## config.mk

```make
export PLATFORM = sky130hd
export DESIGN_NAME = scfla_ram
export DESIGN_NICKNAME = d
export VERILOG_FILES = /design/src/rtl/core/size_class_free_list_allocator_defines.svh /design/src/rtl/core/scfla_ram.sv
export SDC_FILE = /design/constraint.sdc
export NUM_CORES = 1
export LEC_CHECK = 0
export BUFFER_PORTS_ARGS = -buffer_cell sky130_fd_sc_hd__buf_2
export CAP_MARGIN = 20
export CORE_UTILIZATION = 60
export DETAILED_ROUTE_END_ITERATION = 10
export GPL_TIMING_DRIVEN = 0
export PLACE_DENSITY = 0.78
export RECOVER_POWER = 25
export SLEW_MARGIN = 10
export SYNTH_ARGS = -nofsm -noshare
export SYNTH_HDL_FRONTEND = slang
export SYNTH_SLANG_ARGS = --single-unit
```

## constraint.sdc

```tcl
create_clock -name clk -period 2.2 [get_ports clk]
set_input_delay 0.44 -clock clk [delete_from_list [all_inputs] [get_ports clk]]
set_output_delay 0.44 -clock clk [all_outputs]
set_load 0.005 [all_outputs]
```

## src/rtl/core/size_class_free_list_allocator_defines.svh

```systemverilog
// assertion macros for the size class allocator
`ifndef SIZE_CLASS_FREE_LIST_ALLOCATOR_DEFINES_SVH
`define SIZE_CLASS_FREE_LIST_ALLOCATOR_DEFINES_SVH
`ifndef SYNTHESIS
`define SCFLA_ASSERT(lbl, prop, msg) \
	lbl: assert property (@(posedge clk) disable iff (!arst_n) prop) else $error(msg);
`define SCFLA_NEVER(lbl, expr, msg) \
	lbl: assert property (@(posedge clk) disable iff (!arst_n) !(expr)) else $error(msg);
`else
`define SCFLA_ASSERT(lbl, prop, msg)
`define SCFLA_NEVER(lbl, expr, msg)
`endif
`endif

```

## src/rtl/core/scfla_ram.sv

```systemverilog
// generic single write, single read ram with registered read
module scfla_ram #(
	parameter int WIDTH = 8,
	parameter int DEPTH = 16
) (
	input  logic                     clk,
	input  logic                     we,
	input  logic [$clog2(DEPTH)-1:0] waddr,
	input  logic [WIDTH-1:0]         wdata,
	input  logic                     re,
	input  logic [$clog2(DEPTH)-1:0] raddr,
	output logic [WIDTH-1:0]         rdata
);
	logic [WIDTH-1:0] mem [DEPTH];

	always_ff @(posedge clk) begin
		if (we) begin
			mem[waddr] <= wdata;
		end
		if (re) begin
			rdata <= mem[raddr];
		end
	end
endmodule

```

==> qor.yml <==
logic_synthesis:
  syn_nets: 248
  synthCells: 229
  syn_area_mm2: 0.00523
  ys_seq_elements: 136
  synth-async-reset-ratio_pct: 0
  synth_edf_count: 136
  synthFlopType: "edfxtp_1"
  ys_warn_count: 0
  syn_area_per_cell_um2: 22.8
  synth_cell_types: 18
  yosysSeqAreaShare_pct: 78.1
clock_tree:
  numClockSinks: 136
  clkTransAtPathRegs_ns: 0.06
  root_buffer: "clkbuf_8"
  numCtsBuffers: 17
  post_cts_resized: 0
  post_cts_buffers: 0
  clk_latency_ns: 0.51
  ctsHoldBuffers: 0
  cts_tree: "built"
  clk_path_buf_depth: 2
  cts_max_level: 4
route:
  drc: 0
  wl_per_cell_um: 26.1
  first_iter_violations: 347
  dr.pass1.iters: 5
  dr_total_vias: 2570
  routed_wl_um: 10300
  vias_per_cell: 6.52
  drtAntennaViolNets: 0
floorplan:
  die_width_um: 95.3
  start_util_pct: 62.7
  die-area_mm2: 0.00909
  die_h_um: 95.3
  coreArea_mm2: 0.00834
  num_rows: 33
  num_io_pins: 27
worst_setup_path:
  crit_fanout: 5
  crit_type: "primary input to flop"
  start_kind: "primary input"
  cp-end-kind: "flop"
  cp_slowest_cell: "nor3_1"
  required_ns: 2.42
  cpPeakStageDelay_ns: 0.66
  crit_path_end: "mem[0][1]$_DFFE_PP_"
  cpMostUsedCell: "buf_2"
  crit_arrival_ns: 2.07
  r2r-end: "rdata[0]$_DFFE_PP_"
  crit_start: "waddr[2]"
  path_cells: "buf_2, or3b_2, nor3_1, buf_2"
  r2r_slack_ns: 0.58
  worstRegToRegCells: 3
  worstReg2RegStart: "mem[5][0]$_DFFE_PP_"
power:
  powerDensity_mw_per_mm2: 945
  p_leak_uw: 0.00201
  power.total_uw: 5700
  ir_worst_vdd_v: 0.000579
placed_design:
  dpl.cell_count: 363
  place_congestion: 0.710
  dpl.hpwl_um: 6350
  io_buffers: 25
global_route:
  grt_pass1_vias: 2557
  grt_pass1_wl_um: 15200
  antenna_found_initial: 0
  grt_max_degree: 17
  overflow: 0
  grtUsageTotal_pct: 25.6
flow_run:
  drv_cap: 0
finish:
  nets: 296
  drive_gt1_share_pct: 28.0
  fillers: 486
  mostFrequentLayoutCells: "edfxtp_1, buf_2, mux4_2"
  seq_area_mm2: 0.00408
  areaGrowthSynthToFinish_pct: 15.2
  multi_input_area_mm2: 0.00106
  final_common_cell: "edfxtp_1"
  antennaDiodeCount: 0
  final_cells: 394
worst_hold_path:
  hold_depth: 1
  holdCritPathClass: "primary input to flop"
sta:
  post-route-period-util_pct: 84.1
  final.min_clock_period_ns: 1.85
  maxSlewViolCount: 0
  fmax_ghz: 0.540
  finalSetupTns_ns: 0
  worst_pin_slew_ns: 0.857
  rsz0062_at_grt: "false"
  slew_headroom_pct: 42.5
  finalClockSkew_ns: 0.00536
  finalSetupViolCount: 0
  hold_viol_final: 0
status:
  outcome: "finished, final reports clean"
-- layer usage --
| metal | track usage [%] | wire length (um) | vias up |
|---|---|---|---|
| met4 | 9.47 | 138 | 0 |
| li1 | - | - | 1077 |
| met5 | 0 | 0 | - |
| met2 | 41.9 | 5340 | 149 |
| met1 | 34.3 | 4040 | 1326 |
| met3 | 5.42 | 773 | 18 |
-- state kept, by name, summed over array words and instances, names as in the netlist --
register  count
mem         128
rdata         8
-- critical path: cells and delay by family --
family,cells,cell delay [ns]
simple gates,2,1.19
buf+inv,2,0.43
-- through the flow --
step	utilization, %	worst slack [ns]	hold slack, ns	area (um^2)
3_3_place_gp	65.8	-0.260	0.733	5480
5_1_grt	72.2	0.372	0.342	6020
2_1_floorplan	-	0.267	0.539	5230
6_report	72.2	0.349	0.344	6020
3_5_place_dp	66.0	-0.104	0.757	5510
4_1_cts	72.3	0.385	0.258	6030
-- synth_stat cells, types with 2 or more instances --
cell             count  area share (%)
a22oi_1             16             2.3
nand2b_1             2            0.24
mux4_2              18             7.8
edfxtp_1           136              78
mux4_1              14             7.0
buf_6                3            0.65
clkdlybuf4s25_2      3            0.57
nand3b_1             2            0.29
nand2_1              9            0.65
nor2_1              13            0.93
nor3_1               4            0.38
buf_2                3            0.29
-- report_power, final --
part / internal, uW / switching, uW / leakage [uW] / total [uW]
clock: 1470 / 1010 / 0.000254 / 2490
sequential: 2920 / 14.7 / 0.00124 / 2940
combinational: 111 / 163 / 0.000523 / 274
-- final cells by class --
type                            count  area share, %
Tap cell                          105           2.18
Clock buffer                       17           6.87
Buffer                             10           1.43
Clock inverter                     14           1.85
Multi-Input combinational cell     83           17.5
Sequential cell                   136           67.8
Timing Repair Buffer               29           2.33
-- cells by family (layout without fill, tap and decap cells) --
family,Yosys count,after routing,synth area share (%)
flops,136,136,78.1
simple gates,35,35,3.14
compound gates,16,16,2.30
buf+inv,10,70,1.65
mux,32,32,14.8
-- worst min path at each step --
stage,startpoint,end
2_1_floorplan,wdata[0],mem[0][0]$_DFFE_PP_
3_3_place_gp,mem[8][1]$_DFFE_PP_,rdata[1]$_DFFE_PP_
3_5_place_dp,mem[11][2]$_DFFE_PP_,rdata[2]$_DFFE_PP_
6_report,wdata[4],mem[6][4]$_DFFE_PP_
4_1_cts,re,rdata[6]$_DFFE_PP_
5_1_grt,wdata[0],mem[8][0]$_DFFE_PP_
(Power assumes the default switching activity.)
