<file path="src/rtl/core/size_class_free_list_allocator_defines.svh">
// assertion macros for the size class allocator
`ifndef SIZE_CLASS_FREE_LIST_ALLOCATOR_DEFINES_SVH
`define SIZE_CLASS_FREE_LIST_ALLOCATOR_DEFINES_SVH
`ifndef SYNTHESIS
`define SCFLA_ASSERT(lbl, prop, msg) \
	lbl: assert property (@(posedge clk) disable iff (!arst_n) prop) else $error(msg);
`define SCFLA_NEVER(lbl, expr, msg) \
	lbl: assert property (@(posedge clk) disable iff (!arst_n) !(expr)) else $error(msg);
`else
`define SCFLA_ASSERT(lbl, prop, msg)
`define SCFLA_NEVER(lbl, expr, msg)
`endif
`endif

</file>
<file path="src/rtl/core/scfla_pkg.sv">
// shared types and codes of the size class allocator
package scfla_pkg;
	localparam logic FUNC_ALLOC = 1'b0;
	localparam logic FUNC_FREE = 1'b1;
	localparam logic [1:0] ST_OK = 2'd0;
	localparam logic [1:0] ST_RANGE = 2'd1;
	localparam logic [1:0] ST_NOPAGE = 2'd2;
	localparam int HDR_BYTES = 4;

	typedef struct packed {
		logic is_free;
		logic bad;
	} dec_flags_t;
endpackage

</file>
<file path="src/rtl/core/scfla_decode.sv">
// request decode: size rounding, class and header granule checks
module scfla_decode import scfla_pkg::*; #(
	parameter int GRANULE_BYTES = 8,
	parameter int PAGE_BYTES = 4096,
	parameter int NUM_CLASSES = 512,
	parameter int POOL_PAGES = 16
) (
	input  logic                     func,
	input  logic [11:0]              request_size,
	input  logic [15:0]              user_address,
	output dec_flags_t               flags,
	output logic [$clog2(PAGE_BYTES/GRANULE_BYTES+1)-1:0] objg,
	output logic [$clog2(NUM_CLASSES)-1:0] cls,
	output logic [$clog2(POOL_PAGES*(PAGE_BYTES/GRANULE_BYTES))-1:0] gran
);
	localparam int GSH = $clog2(GRANULE_BYTES);
	localparam int PG = PAGE_BYTES / GRANULE_BYTES;
	localparam int POOLG = POOL_PAGES * PG;
	localparam int OGW = $clog2(PG + 1);
	localparam int CW = $clog2(NUM_CLASSES);
	localparam int GW = $clog2(POOLG);

	logic [13:0] sum;
	logic [13:0] rnd;
	logic [15:0] base;
	logic [15:0] gsel;
	logic        bad_alloc;
	logic        bad_free;

	always_comb begin
		sum = 14'(request_size) + 14'(HDR_BYTES + GRANULE_BYTES - 1);
		rnd = sum >> GSH;
		bad_alloc = (request_size == 12'd0) || (rnd > 14'(PG))
			|| (({18'd0, rnd} - 32'd1) >= 32'(NUM_CLASSES));
		base = user_address - 16'(HDR_BYTES);
		gsel = base >> GSH;
		bad_free = {16'd0, gsel} >= 32'(POOLG);
		flags.is_free = (func == FUNC_FREE);
		flags.bad = (func == FUNC_FREE) ? bad_free : bad_alloc;
		objg = OGW'(rnd);
		cls = CW'(rnd - 14'd1);
		gran = GW'(gsel);
	end
endmodule

</file>
<file path="config.mk">
export PLATFORM = sky130hd
export DESIGN_NAME = scfla_decode
export DESIGN_NICKNAME = d
export VERILOG_FILES = /design/src/rtl/core/size_class_free_list_allocator_defines.svh /design/src/rtl/core/scfla_pkg.sv /design/src/rtl/core/scfla_decode.sv
export SDC_FILE = /design/constraint.sdc
export NUM_CORES = 1
export LEC_CHECK = 0
export CAP_MARGIN = 10
export CORE_AREA = 2 2 39 41
export DETAILED_ROUTE_END_ITERATION = 6
export DIE_AREA = 0 0 41 43
export DONT_BUFFER_PORTS = 1
export GPL_TIMING_DRIVEN = 1
export PLACE_DENSITY = 0.66
export SLEW_MARGIN = 5
export SYNTH_ARGS = -nofsm -noshare
export SYNTH_HDL_FRONTEND = slang
export SYNTH_SLANG_ARGS = --single-unit
</file>
<file path="constraint.sdc">
create_clock -name vclk -period 3.3
set_input_delay 0.66 -clock vclk [all_inputs]
set_output_delay 0.66 -clock vclk [all_outputs]
set_load 0.02 [all_outputs]
</file>
==> results by group <==
Place
  • Routability Congestion: 0.8184
  • DP Cell Count: between 100 and 150
  • Port Buffers: 0
  • Final HPWL from detailed placement: 1360 um

Drt
  • DRT iter0 DRCs: 16
  • Drt pass-1 iters: 4
  • Detail Route Antenna Nets: 0
  • DR vias/cell: 5.880
  • Avg WL per Cell: ~13 um
  • Via count: between 600 and 700
  • Total length of routed wires: around 1600 um
  • Post-route DRC: 0

Timing
  • Final setup TNS: 0 ns
  • Worst-Margin Slew: 0.4994 ns
  • RSZ-0062 raised after global routing: false
  • Period utilization: about 95%
  • Max_slew headroom: 66.46%
  • Fmax: 319.5 MHz
  • Fin. max-slew vios: 0
  • Final setup vio count: 0
  • Final hold violation count: 0
  • Final hold slack: about 1.3 ns
  • Min Tclk post-route: between 3 and 4 ns

Yosys
  • Share of the synthesized area in the top cell type: 21.29%
  • Yosys cell types: 31
  • Top cells by count, synth: xor2_1 (16), nor2_1 (12), xnor2_1 (12)
  • Syn Std Cell Area: approximately 660 sq um
  • Sequential area share after synthesis: 0%
  • Syn Nets: roughly 130
  • Ranking of synthesized cells by area: xor2_1 (21%), xnor2_1 (16%), nor2_1 (6.8%), nand2_1 (6.3%), ha_1 (5.7%)
  • Mean Syn Cell Area: 6.648 sq um
  • Synth warn: 0
  • Cells after Synth: roughly 100
  • Synth area leader: xor2_1
  • Most common cell in the netlist: xor2_1

Worst hold path
  • HP Start: func
  • Number of cells on the worst hold path: 0
  • Hold EP: flags[1]
  • Worst hold path type: input pin to output pin

Worst setup path
  • Worst Setup End Kind: output pin
  • WS Path Type: input pin to output pin
  • CP required: approximately 2.6 ns
  • CP Max Fanout: 9
  • Type of origin of the critical path: input pin
  • Crit path DAT: approximately 2.5 ns

Die
  • Initial Util: 47.56%
  • Rows: 14
  • Die height: 43 um
  • Die area: ~1800 sq um
  • Chip width: 41 um
  • # IOs: 63
  • Core Box Area: approximately 1400 sq um

Global routing
  • Initial antenna violation count: 0
  • GRT overflow: 0
  • Vias in the first global route: approximately 560
  • Total track usage: 16.48%
  • Largest net degree at the start of global routing: 10
  • First-pass GRT wire length: 2201 um

CTS
  • # resized after CTS: 0
  • Setup Fix Bufs, Post-CTS: 0
  • CTS Hold Bufs: 0

Cells and area
  • Antenna fix cells: 0
  • FILL cells: 152
  • Share of cells above drive strength 1: a little over a tenth
  • FF+latch area: 0 sq um
  • Area Overhead vs Synth: 7.414%
  • FFs & Latches: 0
  • Final non-filler cell total: 117
  • NumNets Final: ~140
  • Clkbuf count: 0
  • Multi-input gate area: between 600 and 700 sq um
  • Final Core Density: between 50% and 60%

Pwr
  • Leak: 0.3099 nW
  • VDD IR max: roughly 0.000084 V
  • PwrDens: about 160 nW/um^2
  • Power Total: roughly 0.00011 W

Outcome
  • Status: complete, no violations

Run
  • Max Cap Viol: 0
==> cell families after synthesis <==
kind of cell | synth area share, %
adders and majority gates | 5.704
xor gates and xnor gates | 37.26
and+or+nand+nor | 34.03
buffers and inverters | 8.175
AOI/OAI and AO/OA | 13.31
muxes | 1.521
==> power by group <==
part | total [W] | switching, W | internal (W)
clock | 0 | 0 | 0
combinational | 0.000112 | 0.0000771 | 0.0000345
sequential | 0 | 0 | 0
==> layer usage <==
metal	part of all wire (%)	track usage (%)	up-vias	wire length, um
met1	42	23.42	309	660
li1	-	-	341	-
met2	49	27.19	38	778
met5	0	0	-	0
met3	8.7	1.047	0	137
met4	0	1.333	0	0
==> worst max-delay path, cell delays in order <==
cell	delay (ns)
o21a_1	0.22
nor2_1	0.19
xor2_1	0.27
ha_1	0.40
nand3_1	0.13
a2111o_1	0.42
nand2_1	0.18
==> per-stage QoR <==
step	worst slack, ns	instance area (sq um)
after floorplan	0.1018	658.1
after global placement	0.2781	706.9
after detailed placement	0.1948	706.9
after CTS	0.1894	706.9
after global routing	0.09011	706.9
final	0.1703	706.9
==> cell type report <==
type / count / area share [%]
timing repair buffer: 7 / 7.434
tap: 16 / 2.832
inverter: 8 / 4.248
multi-input combinational: 86 / 85.49
==> cell usage in the layout, fill, tap and decap left out <==
cell type / instances
o21ai_0: 2
nor3_1: 3
or3_4: 1
a211o_1: 1
nor2_1: 12
a32oi_1: 1
o2111ai_1: 1
and2_1: 1
and3_1: 2
o21bai_1: 1
ha_1: 3
nor3_2: 1
inv_1: 8
nand4_1: 2
xnor2_1: 12
a21oi_1: 1
or4_4: 1
o21a_1: 1
a2bb2oi_1: 1
xor2_1: 16
nand3_1: 1
nand2_1: 11
or3_2: 1
buf_4: 7
nand3b_1: 2
a2111o_1: 2
nor4_1: 5
mux2i_1: 1
==> worst max path at each step <==
stage,startpoint,to,slack [ns],cells past startpoint
after floorplan,request_size[0],flags[0],0.10,7
after global placement,request_size[0],flags[0],0.28,7
after detailed placement,request_size[0],flags[0],0.19,7
after CTS,request_size[0],flags[0],0.19,7
after global routing,request_size[0],flags[0],0.09,7
final,request_size[0],flags[0],0.17,7
Power figures use the tool's default switching activity.
